===== config.mk =====
export PLATFORM = sky130hd
export DESIGN_NAME = alignment_identity_scorer_core
export DESIGN_NICKNAME = d
export VERILOG_FILES = /design/src/rtl/asc_pkg.sv /design/src/rtl/asc_ctrl.sv /design/src/rtl/asc_datapath.sv /design/src/rtl/alignment_identity_scorer_core.sv
export SDC_FILE = /design/constraint.sdc
export NUM_CORES = 2
export LEC_CHECK = 0
export BUFFER_PORTS_ARGS = -buffer_cell sky130_fd_sc_hd__clkbuf_2
export CORE_MARGIN = 2
export CORE_UTILIZATION = 45
export DETAILED_ROUTE_END_ITERATION = 7
export GPL_TIMING_DRIVEN = 0
export PLACE_DENSITY_LB_ADDON = 0.1
export SYNTH_ARGS = -nofsm -noshare
export SYNTH_HDL_FRONTEND = slang
export SYNTH_SLANG_ARGS = --single-unit

===== constraint.sdc =====
create_clock -name clk -period 21.6 [get_ports clk]
set_input_delay 2.16 -clock clk [delete_from_list [all_inputs] [get_ports clk]]
set_output_delay 2.16 -clock clk [all_outputs]
set_load 0.02 [all_outputs]

===== src/rtl/asc_pkg.sv =====
// Shared types and constants for the alignment identity scorer.
// Holds the item kinds, the controller-to-datapath command and status
// structs and the divider sizing; depends on nothing else.
package asc_pkg;

  // Default counter width for the per-exon and per-alignment tallies.
  localparam int COUNT_WIDTH_DEF = 32;

  // Fixed widths of the result fields.
  localparam int TOTAL_W = 32;
  localparam int PCT_ID_W = 8;
  localparam int PCT_COV_W = 16;

  // Quotient bits produced by the shared divider for each ratio.
  localparam int ID_QBITS = 8;
  localparam int COV_QBITS = 16;
  localparam int STEP_W = $clog2(COV_QBITS + 2);

  // Identity is 100 minus an edit penalty that is capped at 200.
  localparam int ID_MAX_PCT = 100;
  localparam int ID_PENALTY_MAX = 200;

  typedef enum logic [1:0] {
    KIND_COLUMN = 2'd0,
    KIND_EXON   = 2'd1,
    KIND_ALIGN  = 2'd2,
    KIND_NONE   = 2'd3
  } kind_t;

  typedef enum logic [2:0] {
    CLS_GAP    = 3'd0,
    CLS_BOTH_N = 3'd1,
    CLS_ONE_N  = 3'd2,
    CLS_MATCH  = 3'd3,
    CLS_SUBST  = 3'd4
  } col_class_t;

  typedef struct packed {
    logic col_load;
    logic exon_load;
    logic align_load;
    logic id_setup;
    logic cov_setup;
    logic div_step;
    logic id_store;
    logic cov_store;
  } asc_cmd_t;

  typedef struct packed {
    logic div_last;
  } asc_sts_t;

endpackage


===== src/rtl/asc_ctrl.sv =====
// Sequencing state machine of the alignment identity scorer.
// Drives the input stall, the result valid and the datapath commands;
// uses asc_pkg for the command and status structs.
module asc_ctrl
  import asc_pkg::*;
(
  input  logic     clk,
  input  logic     rst_n,
  input  logic     in_valid,
  input  logic [1:0] in_kind,
  output logic     in_stall,
  output logic     out_valid,
  input  logic     out_stall,
  output asc_cmd_t cmd,
  input  asc_sts_t sts
);

  typedef enum logic [2:0] {
    ST_IDLE,
    ST_ID_SETUP,
    ST_ID_RUN,
    ST_ID_FIN,
    ST_COV_RUN,
    ST_COV_FIN
  } state_t;

  state_t state_r, state_nxt;
  logic   out_valid_r, out_valid_nxt;
  logic   is_align_r, is_align_nxt;
  logic   out_free;
  logic   accept;

  assign out_free  = !out_valid_r || !out_stall;
  assign in_stall  = !((state_r == ST_IDLE) && out_free);
  assign accept    = in_valid && !in_stall;
  assign out_valid = out_valid_r;

  always_comb begin
    state_nxt     = state_r;
    is_align_nxt  = is_align_r;
    out_valid_nxt = out_valid_r && out_stall;
    cmd           = '0;
    unique case (state_r)
      ST_IDLE: begin
        if (accept) begin
          unique case (kind_t'(in_kind))
            KIND_COLUMN: begin
              cmd.col_load  = 1'b1;
              out_valid_nxt = 1'b1;
            end
            KIND_EXON: begin
              cmd.exon_load = 1'b1;
              is_align_nxt  = 1'b0;
              state_nxt     = ST_ID_SETUP;
            end
            KIND_ALIGN: begin
              cmd.align_load = 1'b1;
              is_align_nxt   = 1'b1;
              state_nxt      = ST_ID_SETUP;
            end
            KIND_NONE: begin
              state_nxt = ST_IDLE;
            end
            default: begin
              state_nxt = ST_IDLE;
            end
          endcase
        end
      end
      ST_ID_SETUP: begin
        cmd.id_setup = 1'b1;
        state_nxt    = ST_ID_RUN;
      end
      ST_ID_RUN: begin
        cmd.div_step = 1'b1;
        if (sts.div_last) begin
          state_nxt = ST_ID_FIN;
        end
      end
      ST_ID_FIN: begin
        cmd.id_store = 1'b1;
        if (is_align_r) begin
          cmd.cov_setup = 1'b1;
          state_nxt     = ST_COV_RUN;
        end else begin
          out_valid_nxt = 1'b1;
          state_nxt     = ST_IDLE;
        end
      end
      ST_COV_RUN: begin
        cmd.div_step = 1'b1;
        if (sts.div_last) begin
          state_nxt = ST_COV_FIN;
        end
      end
      ST_COV_FIN: begin
        cmd.cov_store = 1'b1;
        out_valid_nxt = 1'b1;
        state_nxt     = ST_IDLE;
      end
      default: begin
        state_nxt = ST_IDLE;
      end
    endcase
  end

  always_ff @(posedge clk) begin
    if (!rst_n) begin
      state_r     <= ST_IDLE;
      out_valid_r <= 1'b0;
      is_align_r  <= 1'b0;
    end else begin
      state_r     <= state_nxt;
      out_valid_r <= out_valid_nxt;
      is_align_r  <= is_align_nxt;
    end
  end

  // A column transfer always yields a result on the next cycle.
  a_col_result: assert property (@(posedge clk) disable iff (!rst_n)
    accept && (in_kind == KIND_COLUMN) |=> out_valid_r)
    else $error("column item did not raise a result");

  // A close item keeps the result channel quiet while the divider runs.
  a_close_quiet: assert property (@(posedge clk) disable iff (!rst_n)
    accept && ((in_kind == KIND_EXON) || (in_kind == KIND_ALIGN)) |=> !out_valid_r)
    else $error("result shown before the close item was finished");

  // The identity result is only stored after the divider has run.
  a_id_order: assert property (@(posedge clk) disable iff (!rst_n)
    (state_r == ST_ID_FIN) |-> ($past(state_r) == ST_ID_RUN))
    else $error("identity stored without a division pass");

endmodule


===== src/rtl/asc_datapath.sv =====
// Datapath of the alignment identity scorer: column classifier, tallies,
// close-item operands, shared restoring divider and the result register.
// Uses asc_pkg for the command and status structs and the divider sizing.
module asc_datapath
  import asc_pkg::*;
#(
  parameter int COUNT_WIDTH = COUNT_WIDTH_DEF
) (
  input  logic                        clk,
  input  logic                        rst_n,
  input  asc_cmd_t                    cmd,
  output asc_sts_t                    sts,
  input  logic [7:0]                  in_query_char,
  input  logic [7:0]                  in_genome_char,
  input  logic [31:0]                 in_genome_from,
  input  logic [31:0]                 in_genome_to,
  input  logic [31:0]                 in_query_from,
  input  logic [31:0]                 in_query_to,
  input  logic [31:0]                 in_query_length,
  input  logic [31:0]                 in_poly_a_length,
  input  logic [31:0]                 in_poly_t_length,
  output logic [1:0]                  out_result_kind,
  output logic [2:0]                  out_column_class,
  output logic [7:0]                  out_query_char_out,
  output logic [7:0]                  out_genome_char_out,
  output logic [TOTAL_W-1:0]          out_match_total,
  output logic [TOTAL_W-1:0]          out_n_match_total,
  output logic [TOTAL_W-1:0]          out_covered_total,
  output logic signed [PCT_ID_W-1:0]  out_identity_percent,
  output logic [PCT_COV_W-1:0]        out_coverage_percent,
  output logic                        out_coverage_invalid
);

  // Spans are 34-bit signed; widen to the counter width when it is larger.
  localparam int EXT_W = (COUNT_WIDTH > 34) ? COUNT_WIDTH : 34;
  // Room for 400 times an edit count, and for a 34-bit divisor shifted
  // past the widest quotient.
  localparam int DIV_W = (COUNT_WIDTH + 17 > 51) ? COUNT_WIDTH + 17 : 51;

  localparam logic [7:0] CH_GAP = 8'h2D;
  localparam logic [7:0] CH_N_UP = 8'h4E;
  localparam logic [7:0] CH_N_LO = 8'h6E;

  function automatic logic [7:0] to_upper(input logic [7:0] c);
    return ((c >= 8'h61) && (c <= 8'h7A)) ? c - 8'h20 : c;
  endfunction

  function automatic logic [7:0] to_lower(input logic [7:0] c);
    return ((c >= 8'h41) && (c <= 8'h5A)) ? c + 8'h20 : c;
  endfunction

  // IUPAC code to its set of bases: bit 0 A, bit 1 C, bit 2 G, bit 3 T.
  function automatic logic [3:0] base_set(input logic [7:0] c);
    logic [7:0] u;
    u = to_upper(c);
    case (u)
      "A":      return 4'd1;
      "C":      return 4'd2;
      "G":      return 4'd4;
      "T", "U": return 4'd8;
      "R":      return 4'd5;
      "Y":      return 4'd10;
      "S":      return 4'd6;
      "W":      return 4'd9;
      "K":      return 4'd12;
      "M":      return 4'd3;
      "B":      return 4'd14;
      "D":      return 4'd13;
      "H":      return 4'd11;
      "V":      return 4'd7;
      "N":      return 4'd15;
      default:  return 4'd0;
    endcase
  endfunction

  // Tallies.
  logic [COUNT_WIDTH-1:0] exon_edits_r, exon_nm_r, exon_m_r;
  logic [COUNT_WIDTH-1:0] tot_edits_r, tot_nm_r, tot_m_r, tot_len_r, tot_cov_r;

  // Operands held for the divider.
  logic [COUNT_WIDTH-1:0] op_e_r, op_len_r, op_cov_r;
  logic signed [34:0]     op_den_r;

  // Shared divider.
  logic [DIV_W-1:0]     rem_r, dvs_r;
  logic [COV_QBITS:0]   quo_r;
  logic [STEP_W-1:0]    step_r;

  // Result register.
  logic [1:0]                 res_kind_r;
  logic [2:0]                 res_class_r;
  logic [7:0]                 res_q_r, res_g_r;
  logic [TOTAL_W-1:0]         res_m_r, res_nm_r, res_cov_tot_r;
  logic signed [PCT_ID_W-1:0] res_id_r;
  logic [PCT_COV_W-1:0]       res_cov_r;
  logic                       res_inv_r;

  // Column classification.
  logic       is_gap, q_is_n, g_is_n, iupac_hit;
  col_class_t col_cls;
  logic [7:0] q_case, g_case;

  always_comb begin
    is_gap    = (in_query_char == CH_GAP) || (in_genome_char == CH_GAP);
    q_is_n    = (in_query_char == CH_N_UP) || (in_query_char == CH_N_LO);
    g_is_n    = (in_genome_char == CH_N_UP) || (in_genome_char == CH_N_LO);
    iupac_hit = |(base_set(in_query_char) & base_set(in_genome_char));
    if (is_gap) begin
      col_cls = CLS_GAP;
    end else if (q_is_n && g_is_n) begin
      col_cls = CLS_BOTH_N;
    end else if (q_is_n || g_is_n) begin
      col_cls = CLS_ONE_N;
    end else if (iupac_hit) begin
      col_cls = CLS_MATCH;
    end else begin
      col_cls = CLS_SUBST;
    end
    q_case = (col_cls == CLS_MATCH) ? to_lower(in_query_char) : to_upper(in_query_char);
    g_case = (col_cls == CLS_MATCH) ? to_lower(in_genome_char) : to_upper(in_genome_char);
  end

  // Exon spans and length, alignment coverage denominator.
  logic signed [33:0]      span_g, span_q;
  logic signed [EXT_W-1:0] span_g_ext, span_q_ext;
  logic [COUNT_WIDTH-1:0]  span_g_c, span_q_c, exon_len;
  logic signed [34:0]      cov_den;

  always_comb begin
    span_g     = $signed({2'b00, in_genome_to}) - $signed({2'b00, in_genome_from}) + 34'sd1;
    span_q     = $signed({2'b00, in_query_to}) - $signed({2'b00, in_query_from}) + 34'sd1;
    span_g_ext = EXT_W'(span_g);
    span_q_ext = EXT_W'(span_q);
    span_g_c   = span_g_ext[COUNT_WIDTH-1:0];
    span_q_c   = span_q_ext[COUNT_WIDTH-1:0];
    exon_len   = span_g_c + span_q_c + exon_edits_r;
    cov_den    = $signed({3'b000, in_query_length}) - $signed({3'b000, in_poly_a_length})
               - $signed({3'b000, in_poly_t_length});
  end

  // Divider set-up values and the per-step compare.
  logic                       len_pos, den_pos;
  logic [DIV_W-1:0]           id_e_w, id_len_w, id_num, id_dvs;
  logic [DIV_W-1:0]           cov_c_w, cov_den_w, cov_num, cov_dvs;
  logic                       rem_ge;
  logic [DIV_W-1:0]           rem_sub;
  logic [ID_QBITS-1:0]        id_quo;
  logic signed [PCT_ID_W-1:0] id_pct;
  logic [PCT_COV_W-1:0]       cov_pct;
  logic                       cov_inv;

  always_comb begin
    len_pos   = !op_len_r[COUNT_WIDTH-1] && (op_len_r != '0);
    den_pos   = !op_den_r[34] && (op_den_r != '0);
    // Edit penalty: floor((400*edits + len - 1) / (2*len)).
    id_e_w    = DIV_W'(op_e_r);
    id_len_w  = DIV_W'(op_len_r);
    id_num    = (id_e_w << 8) + (id_e_w << 7) + (id_e_w << 4) + id_len_w - DIV_W'(1);
    id_dvs    = id_len_w << (ID_QBITS + 1);
    // Coverage: floor((200*covered + den) / (2*den)).
    cov_c_w   = DIV_W'(op_cov_r);
    cov_den_w = DIV_W'(op_den_r[32:0]);
    cov_num   = (cov_c_w << 7) + (cov_c_w << 6) + (cov_c_w << 3) + cov_den_w;
    cov_dvs   = cov_den_w << (COV_QBITS + 1);
    rem_ge    = rem_r >= dvs_r;
    rem_sub   = rem_r - dvs_r;

    id_quo = quo_r[ID_QBITS-1:0];
    if (!len_pos) begin
      id_pct = '0;
    end else if (quo_r[ID_QBITS] || (int'(id_quo) > ID_PENALTY_MAX)) begin
      id_pct = PCT_ID_W'(-ID_MAX_PCT);
    end else begin
      id_pct = PCT_ID_W'(ID_MAX_PCT - int'(id_quo));
    end

    cov_inv = !den_pos;
    if (!den_pos || op_cov_r[COUNT_WIDTH-1]) begin
      cov_pct = '0;
    end else if (quo_r[COV_QBITS]) begin
      cov_pct = '1;
    end else begin
      cov_pct = quo_r[COV_QBITS-1:0];
    end
  end

  assign sts.div_last = (step_r == STEP_W'(1));

  // Tallies and the divider step count.
  always_ff @(posedge clk) begin
    if (!rst_n) begin
      exon_edits_r <= '0;
      exon_nm_r    <= '0;
      exon_m_r     <= '0;
      tot_edits_r  <= '0;
      tot_nm_r     <= '0;
      tot_m_r      <= '0;
      tot_len_r    <= '0;
      tot_cov_r    <= '0;
      step_r       <= '0;
    end else begin
      if (cmd.col_load) begin
        case (col_cls) inside
          CLS_GAP, CLS_ONE_N, CLS_SUBST: exon_edits_r <= exon_edits_r + 1'b1;
          CLS_BOTH_N:                    exon_nm_r <= exon_nm_r + 1'b1;
          CLS_MATCH:                     exon_m_r <= exon_m_r + 1'b1;
          default:                       exon_edits_r <= exon_edits_r;
        endcase
      end
      if (cmd.exon_load) begin
        tot_edits_r  <= tot_edits_r + exon_edits_r;
        tot_nm_r     <= tot_nm_r + exon_nm_r;
        tot_m_r      <= tot_m_r + exon_m_r;
        tot_len_r    <= tot_len_r + exon_len;
        tot_cov_r    <= tot_cov_r + span_g_c;
        exon_edits_r <= '0;
        exon_nm_r    <= '0;
        exon_m_r     <= '0;
      end
      if (cmd.align_load) begin
        tot_edits_r <= '0;
        tot_nm_r    <= '0;
        tot_m_r     <= '0;
        tot_len_r   <= '0;
        tot_cov_r   <= '0;
      end
      if (cmd.id_setup) begin
        step_r <= STEP_W'(ID_QBITS + 1);
      end else if (cmd.cov_setup) begin
        step_r <= STEP_W'(COV_QBITS + 1);
      end else if (cmd.div_step) begin
        step_r <= step_r - 1'b1;
      end
    end
  end

  // Operands, divider and result register.
  always_ff @(posedge clk) begin
    if (cmd.col_load) begin
      res_kind_r    <= KIND_COLUMN;
      res_class_r   <= col_cls;
      res_q_r       <= q_case;
      res_g_r       <= g_case;
      res_m_r       <= '0;
      res_nm_r      <= '0;
      res_cov_tot_r <= '0;
      res_id_r      <= '0;
      res_cov_r     <= '0;
      res_inv_r     <= 1'b0;
    end
    if (cmd.exon_load) begin
      res_kind_r    <= KIND_EXON;
      res_class_r   <= '0;
      res_q_r       <= '0;
      res_g_r       <= '0;
      res_m_r       <= TOTAL_W'(exon_m_r);
      res_nm_r      <= TOTAL_W'(exon_nm_r);
      res_cov_tot_r <= '0;
      res_cov_r     <= '0;
      res_inv_r     <= 1'b0;
      op_e_r        <= exon_edits_r;
      op_len_r      <= exon_len;
    end
    if (cmd.align_load) begin
      res_kind_r    <= KIND_ALIGN;
      res_class_r   <= '0;
      res_q_r       <= '0;
      res_g_r       <= '0;
      res_m_r       <= TOTAL_W'(tot_m_r);
      res_nm_r      <= TOTAL_W'(tot_nm_r);
      res_cov_tot_r <= TOTAL_W'(tot_cov_r);
      op_e_r        <= tot_edits_r;
      op_len_r      <= tot_len_r;
      op_cov_r      <= tot_cov_r;
      op_den_r      <= cov_den;
    end
    if (cmd.id_setup) begin
      rem_r <= id_num;
      dvs_r <= id_dvs;
      quo_r <= '0;
    end else if (cmd.cov_setup) begin
      rem_r <= cov_num;
      dvs_r <= cov_dvs;
      quo_r <= '0;
    end else if (cmd.div_step) begin
      if (rem_ge) begin
        rem_r <= rem_sub;
      end
      quo_r <= {quo_r[COV_QBITS-1:0], rem_ge};
      dvs_r <= dvs_r >> 1;
    end
    if (cmd.id_store) begin
      res_id_r <= id_pct;
    end
    if (cmd.cov_store) begin
      res_cov_r <= cov_pct;
      res_inv_r <= cov_inv;
    end
  end

  assign out_result_kind      = res_kind_r;
  assign out_column_class     = res_class_r;
  assign out_query_char_out   = res_q_r;
  assign out_genome_char_out  = res_g_r;
  assign out_match_total      = res_m_r;
  assign out_n_match_total    = res_nm_r;
  assign out_covered_total    = res_cov_tot_r;
  assign out_identity_percent = res_id_r;
  assign out_coverage_percent = res_cov_r;
  assign out_coverage_invalid = res_inv_r;

  // Closing an exon hands its tallies on and starts the next exon at zero.
  a_exon_clear: assert property (@(posedge clk) disable iff (!rst_n)
    cmd.exon_load |=> (exon_edits_r == '0) && (exon_nm_r == '0) && (exon_m_r == '0))
    else $error("exon tallies not cleared at exon close");

  // Closing the alignment clears the running length and coverage.
  a_align_clear: assert property (@(posedge clk) disable iff (!rst_n)
    cmd.align_load |=> (tot_len_r == '0) && (tot_cov_r == '0))
    else $error("alignment totals not cleared at alignment close");

endmodule


===== src/rtl/alignment_identity_scorer_core.sv =====
// Alignment identity scorer, top level. A column item gives its result in the
// cycle after its transfer, so columns stream at one item per cycle while the
// result channel does not stall. Exon and alignment closes stall new items
// until their result is shown; the shared restoring divider yields one quotient
// bit a cycle, 9 steps for identity and 17 more for coverage. Reset (rst_n,
// active low, synchronous) clears all tallies and leaves the block idle.
module alignment_identity_scorer_core
  import asc_pkg::*;
#(
  parameter int COUNT_WIDTH = COUNT_WIDTH_DEF
) (
  input  logic                        clk,
  input  logic                        rst_n,
  // Item input channel.
  input  logic                        in_valid,
  output logic                        in_stall,
  input  logic [1:0]                  in_kind,
  input  logic [7:0]                  in_query_char,
  input  logic [7:0]                  in_genome_char,
  input  logic [31:0]                 in_genome_from,
  input  logic [31:0]                 in_genome_to,
  input  logic [31:0]                 in_query_from,
  input  logic [31:0]                 in_query_to,
  input  logic [31:0]                 in_query_length,
  input  logic [31:0]                 in_poly_a_length,
  input  logic [31:0]                 in_poly_t_length,
  // Result channel.
  output logic                        out_valid,
  input  logic                        out_stall,
  output logic [1:0]                  out_result_kind,
  output logic [2:0]                  out_column_class,
  output logic [7:0]                  out_query_char_out,
  output logic [7:0]                  out_genome_char_out,
  output logic [TOTAL_W-1:0]          out_match_total,
  output logic [TOTAL_W-1:0]          out_n_match_total,
  output logic [TOTAL_W-1:0]          out_covered_total,
  output logic signed [PCT_ID_W-1:0]  out_identity_percent,
  output logic [PCT_COV_W-1:0]        out_coverage_percent,
  output logic                        out_coverage_invalid
);

  // The controller decides when a transfer is taken on either channel and
  // steps the datapath through the close items; the datapath holds every
  // tally, the divider and the result register, which keeps a finished
  // result steady while the far side stalls. A new item is taken in the
  // same cycle as the waiting result is transferred out.
  asc_cmd_t cmd;
  asc_sts_t sts;

  asc_ctrl u_ctrl (
    .clk       (clk),
    .rst_n     (rst_n),
    .in_valid  (in_valid),
    .in_kind   (in_kind),
    .in_stall  (in_stall),
    .out_valid (out_valid),
    .out_stall (out_stall),
    .cmd       (cmd),
    .sts       (sts)
  );

  // Percent identity is 100 minus a rounded edit penalty, and coverage is
  // the rounded ratio of covered bases to the query length less its poly-A
  // and poly-T stretches; both are exact integer divisions with saturation.
  asc_datapath #(
    .COUNT_WIDTH (COUNT_WIDTH)
  ) u_datapath (
    .clk                  (clk),
    .rst_n                (rst_n),
    .cmd                  (cmd),
    .sts                  (sts),
    .in_query_char        (in_query_char),
    .in_genome_char       (in_genome_char),
    .in_genome_from       (in_genome_from),
    .in_genome_to         (in_genome_to),
    .in_query_from        (in_query_from),
    .in_query_to          (in_query_to),
    .in_query_length      (in_query_length),
    .in_poly_a_length     (in_poly_a_length),
    .in_poly_t_length     (in_poly_t_length),
    .out_result_kind      (out_result_kind),
    .out_column_class     (out_column_class),
    .out_query_char_out   (out_query_char_out),
    .out_genome_char_out  (out_genome_char_out),
    .out_match_total      (out_match_total),
    .out_n_match_total    (out_n_match_total),
    .out_covered_total    (out_covered_total),
    .out_identity_percent (out_identity_percent),
    .out_coverage_percent (out_coverage_percent),
    .out_coverage_invalid (out_coverage_invalid)
  );

endmodule


# Yosys cells after proc, flatten, opt, wreduce, memory -nomap -nowiden
# Cells that the tools add are included.
[totals]
ff_bits = 657
output_inout_bits = 144
elab_cells = 256
[op_classes]
addsub = 30
n_lt_le_gt_ge = 10
eq_ne = 55
n_mux = 69
n_bitwise = 4
reduce_logical = 55
[ops]
columns = ["op", "n"]
rows = [
  ["$mux W32", 11],
  ["$eq A8 B7 Y1 const B", 36],
  ["$add A32 B32 Y32", 7],
  ["$mux W51", 4],
  ["$pmux W4 S15", 2],
  ["$mux W50", 2],
  ["$add A32 B1 Y32 const B", 3],
  ["$mux W16", 5],
  ["$mux W8", 10],
  ["$add A32 B2 Y32 const B", 2],
  ["$sub A32 B32 Y32", 2],
  ["$add A51 B32 Y51", 1],
  ["$add A51 B33 Y51", 1],
  ["$add A51 B35 Y51", 1],
  ["$add A51 B36 Y51", 1],
  ["$ge A51 B50 Y1", 1],
  ["$sub A51 B1 Y51 const B", 1],
  ["$sub A51 B50 Y51", 1],
  ["$add A40 B39 Y41", 1],
  ["$mux W41", 1],
  ["$add A39 B38 Y40", 1],
  ["$reduce_bool A35 Y1", 1],
  ["$sub A35 B33 Y35", 1],
  ["$sub A32 B32 Y33", 1],
  ["other kinds (42)", 126],
]

# Logic depth before layout (Yosys ltp)
[depth]
word_depth = 16
ltp_mapped = 38
ltp_nobuf = 38

# Modules after synthesis
# A second synthesis with hierarchy kept.
[hier_totals]
cells_unflattened = 5690
hier_area_um2 = 51540.7
[modules_own_cells]
columns = ["mod", "n_inst", "cells_per_inst", "area_each_um2", "seq_area_each_um2"]
rows = [
  ["asc_datapath", 1, 5645, 51152.8, 16375.7],
  ["asc_ctrl", 1, 45, 387.9, 100.1],
]

# Worst setup path after synthesis
# OpenSTA, ideal clock, no wires.
[synth_path]
path_kind = "input port to flip-flop"
from = "input port in_genome_to[1]"
to = "register u_datapath.tot_len_r[31]"
setup_time_ns = 0.070
arrival_time_ns = 8.880
required_time_ns = 21.530
path_slack_ns = 12.649
stages = 33
n_path_buf = 0
path_cell_list = "inv_1 -> ha_1 -> inv_1 -> ha_1 -> fa_1 -> a21o_1 -> a31oi_1 -> a21oi_1 -> o21ai_0 -> o21ai_0 -> a21oi_1 -> xnor2_1 -> fa_1 -> inv_1 -> fa_1 -> inv_1 -> ha_1 -> a21o_1 -> a21o_1 -> a21o_1 -> a21o_1 -> a21o_1 -> a221oi_1 -> xnor2_1 -> ha_1 -> or4_1 -> nor2_1 -> nand2_1 -> a21oi_1 -> o41ai_1 -> xnor2_1 -> or3_1 -> a21oi_1"
[synth_via]
elab_chain_cells = 5
[synth_lines]
columns = ["element", "line", "text"]
rows = [
  ["start: declaration", "alignment_identity_scorer_core.sv:21", "input logic [31:0] in_genome_to,"],
  ["$sub A32 B32 Y32", "asc_datapath.sv:130", "span_g = $signed({2'b00, in_genome_to}) - $signed({2'b00, in_genome_from}) + 34'sd1;"],
  ["$add A32 B2 Y32", "asc_datapath.sv:130", ""],
  ["$add A32 B32 Y32 (2 in a row)", "asc_datapath.sv:136", "exon_len = span_g_c + span_q_c + exon_edits_r;"],
  ["$add A32 B32 Y32", "asc_datapath.sv:214", "tot_len_r <= tot_len_r + exon_len;"],
  ["end signal: assignment", "asc_datapath.sv:214", ""],
  ["end: declaration", "asc_datapath.sv:78", "logic [COUNT_WIDTH-1:0] tot_edits_r, tot_nm_r, tot_m_r, tot_len_r, tot_cov_r;"],
]
# Every way passes these cells.
# A chain may end at the register's enable or synchronous reset.

# Final worst setup path
# Ends and elaborated chain as after synthesis.

==> flow_summary_export.csv <==
group,metric,value,unit
setup_path,cp_data_required_time,22.17,ns
setup_path,worstSetupPathType,"input pin to flip-flop",
sta,fmax,0.100,GHz
floorplanning,placementRows,126,
synthesis,ys_seq_area_share,31.0,%
power_and_ir_drop,p_clk_share,24.7,%
synthesis,synth-simple-area-share,16.4,%
synthesis,synthAdderAreaFrac,18.2,%
power_and_ir_drop,power_switching,0.00247,W
sta,finalSetupViolCount,0,
clock_network,cts_tree,"yes",
floorplanning,die-width,348,microns
synthesis,synth_xor_area_share,7.60,%
synthesis,synth-compound-area-share,20.4,%
synthesis,syn-num-nets,7176,
global_route,grt_pass1_vias,44800,
synthesis,syn-cell-area,53200,sq um
setup_path,cp-end-kind,"flip-flop",
floorplanning,chipHeight,348,microns
global_route,grt_max_degree,62,
power_and_ir_drop,power_density,100,nW/um^2
drt,wl,174000,microns
power_and_ir_drop,irDropWorstVdd,0.0624,mV
synthesis,synth_cells,6231,
global_route,grt_pass1_wl,260000,microns
clock_network,insertion_delay,0.67,ns
synthesis,synth-edff-count,335,
setup_path,worstPathMaxFanout,4,
synthesis,synth_top_family_by_area,"compound AO/OA/AOI/OAI gates",
finish,design_area,60100,sq um
finish,layout-drive-gt1-share,8.81,%
floorplanning,core_area,118000,sq um
global_route,antenna_found_initial,14,
power_and_ir_drop,p_comb_share,49.2,%
placement,dpl_cell_area,57200,sq um
power_and_ir_drop,p_seq_share,26.1,%
sta,clock_skew,0.0337,ns
placement,detailedPlace.worstSlack,11.11,ns
sta,fin_crit,9.96,ns
synthesis,ys_types,89,
floorplanning,dieArea,121000,sq um
run_status,status,"complete, no violations",
clock_network,htreeDepth,3,
global_route,grt_usage,27.9,%
placement,dp_hpwl,140000,microns
sta,max_slew_margin,7.05,%
clock_network,root_buffer,"clkbuf_16",
sta,layout_worst_path_cycle_share,46.1,%
sta,worst_pin_slew,1.39,ns
floorplanning,start_util,45.2,%
floorplanning,ios,390,
hold_path,hold_class,"flip-flop to flip-flop",
sta,setup-tns-final,0,ns
drt,viasPerCell,5.62,
synthesis,synthFlopType,"edfxtp_1",
placement,globalplace.congestion,0.969,
sta,worst_slack,11.64,ns
setup_path,r2r_cells,29,
power_and_ir_drop,swShare,40.9,%
drt,num_vias,46700,
clock_network,clockBufferDepth,3,
clock_network,cts.sinks,657,
sta,hold_viol_final,0,
drt,ant_nets,0,
run,cap_violations,0,
synthesis,yosys_warnings,0,
setup_path,r2r_slack,14.30,ns
setup_path,cp-start-kind,"input pin",
synthesis,synth.mux.area_fraction,0.317,%
clock_network,cts_resized,0,
clock_network,cts-hold-fix-buffers,0,
clock_network,path_clk_slew,0.06,ns
finish,final_nets,7650,
sta,rsz0062_at_grt,"false",
power_and_ir_drop,leakage,27.0,nW
clock_network,postCtsSetupRepairBufs,0,
drt,drc,0,
synthesis,yosys_register_bits,657,
sta,slew_viol_final,0,
power_and_ir_drop,p_int,0.00357,W
drt,wl_per_cell,20.9,microns
synthesis,ys_async_sr_fraction,0,%
clock_network,numCtsBuffers,82,
finish,area_delta_synth_final,13.0,%
drt,dr.pass1.iters,6,
hold_path,whs_path_depth,2,
finish,final_util,51.1,%
global_route,grt-ovfl-total,0,
setup_path,cp.arrival,10.54,ns
drt,drt_iter0_drc,3308,
power_and_ir_drop,power.total,0.00604,W
setup_path,worst_path_largest_cell_delay,0.68,ns
synthesis,syn_area_per_cell,8.54,sq um
placement,portBuffers,386,
setup_path,critPathSlowestCell,"xor2_1",
## Yosys cell counts, types with 17 or more instances
master | number | area, sq um
nor3_1 | 103 | 515
o21a_1 | 86 | 646
buf_1 | 17 | 63.8
ha_1 | 572 | 7160
xnor2_1 | 288 | 2520
fa_1 | 127 | 2540
clkbuf_1 | 151 | 567
and3_1 | 52 | 325
inv_1 | 671 | 2520
nand4_1 | 48 | 300
a222oi_1 | 32 | 320
o22ai_1 | 20 | 125
or3_1 | 67 | 419
xor2_1 | 174 | 1520
and2_1 | 67 | 419
o211ai_1 | 31 | 233
a211o_1 | 17 | 149
a22o_1 | 73 | 639
a31oi_1 | 48 | 300
nand2_1 | 649 | 2440
a211oi_1 | 72 | 541
nor4_1 | 37 | 231
nor3b_1 | 18 | 135
a21o_1 | 202 | 1520
edfxtp_1 | 335 | 10100
or2_2 | 17 | 106
nor2b_1 | 64 | 400
nand3_1 | 102 | 510
a21oi_1 | 570 | 2850
dfxtp_1 | 322 | 6450
o21ai_0 | 288 | 1440
nand2b_1 | 86 | 538
o21bai_1 | 45 | 338
nor2_1 | 492 | 1850
o31ai_1 | 28 | 210
## logic make-up after synthesis
kind of cell	after synthesis
XOR/XNOR	462
AO/OA/AOI/OAI	1681
flip-flops	657
adder cells (fa/ha/maj)	700
multiplexers	16
buffers and inverters	849
AND/OR/NAND/NOR	1866
## power groups by stage
| stage | combinational (W) | clock, W | sequential [W] |
|---|---|---|---|
| 2_1_floorplan | 0.00217 | 0 | 0.00157 |
| 3_3_place_gp | 0.00289 | 0 | 0.00160 |
| 3_5_place_dp | 0.00291 | 0 | 0.00160 |
| 4_1_cts | 0.00294 | 0.00151 | 0.00157 |
| 5_1_grt | 0.00329 | 0.00156 | 0.00158 |
| 6_report | 0.00297 | 0.00149 | 0.00157 |
## placed cells by master, fill, tap and decap left out, drive strengths merged, types with 30 or more instances in the layout
cell,Yosys,layout
a211oi,72,72
a21o,202,202
a21oi,571,571
a222oi,32,32
a22o,73,73
a31oi,48,48
and2,68,68
and3,52,52
buf,26,30
clkbuf,151,645
dfxtp,322,322
edfxtp,335,335
fa,127,127
ha,572,572
inv,671,674
nand2,649,649
nand2b,86,86
nand3,102,102
nand4,48,48
nor2,493,493
nor2b,64,64
nor3,104,104
nor4,37,37
o211ai,31,31
o21a,86,86
o21ai,293,293
o21bai,45,45
or3,67,67
xnor2,288,288
xor2,174,174
## path summary, 6_finish.rpt
check                                          from                                 to
setup / recovery                    in_genome_to[1]           u_datapath.tot_len_r[31]
hold / removal    u_datapath.out_genome_char_out[0]  u_datapath.out_genome_char_out[0]
setup reg to reg               u_datapath.op_e_r[1]               u_datapath.rem_r[41]
hold reg to reg   u_datapath.out_genome_char_out[0]  u_datapath.out_genome_char_out[0]
## flip-flops by register name, indices dropped and copies added, names as in the netlist, 5 cells and up
signal and count:
u_datapath.tot_m_r 32, u_datapath.op_cov_r 32, u_datapath.exon_edits_r 32, u_datapath.dvs_r 50
u_datapath.exon_m_r 32, u_datapath.tot_cov_r 32, u_datapath.out_identity_percent 8, u_datapath.out_n_match_total 32
u_datapath.op_den_r 35, u_datapath.op_e_r 32, u_datapath.out_genome_char_out 8, u_datapath.out_coverage_percent 16
u_datapath.tot_nm_r 32, u_datapath.out_covered_total 32, u_datapath.tot_edits_r 32, u_datapath.out_match_total 32
u_datapath.tot_len_r 32, u_datapath.step_r 5, u_datapath.exon_nm_r 32, u_datapath.out_query_char_out 8
u_datapath.rem_r 51, u_datapath.op_len_r 32, u_datapath.quo_r 17
## layer usage
| layer | track usage, % | vias up | part of all wire, % |
|---|---|---|---|
| met5 | 0 | - | 0.017 |
| met4 | 13.6 | 4 | 5.2 |
| met3 | 2.59 | 311 | 4.7 |
| met2 | 48.3 | 1233 | 48 |
| met1 | 34.8 | 22200 | 42 |
| li1 | - | 23000 | - |
## metrics by stage
stage | hold slack, ns | cells
2_1_floorplan | 0.431 | 6231
3_3_place_gp | 0.442 | 8153
4_1_cts | 0.455 | 8310
3_5_place_dp | 0.447 | 8157
5_1_grt | 0.484 | 8318
6_report | 0.455 | 8320
## worst max-delay path, delay by kind of cell
kind / cells / cell delay (ns)
AO/OA/AOI/OAI: 13 / 3.32
XOR/XNOR: 3 / 1.07
adder cells (fa/ha/maj): 7 / 2.41
buffers and inverters: 5 / 0.30
AND/OR/NAND/NOR: 6 / 1.27
## cell type report
cell class / count / area, sq um
Multi-Input combinational cell: 4725 / 33500
Sequential cell: 657 / 16500
Clock buffer: 108 / 2380
Timing Repair Buffer: 390 / 2030
Buffer: 177 / 683
Fill cell: 11300 / 57500
Inverter: 672 / 2520
Tap cell: 1536 / 1920
Clock inverter: 45 / 536
Antenna cell: 10 / 25.0
Power figures use the tool's default switching activity.
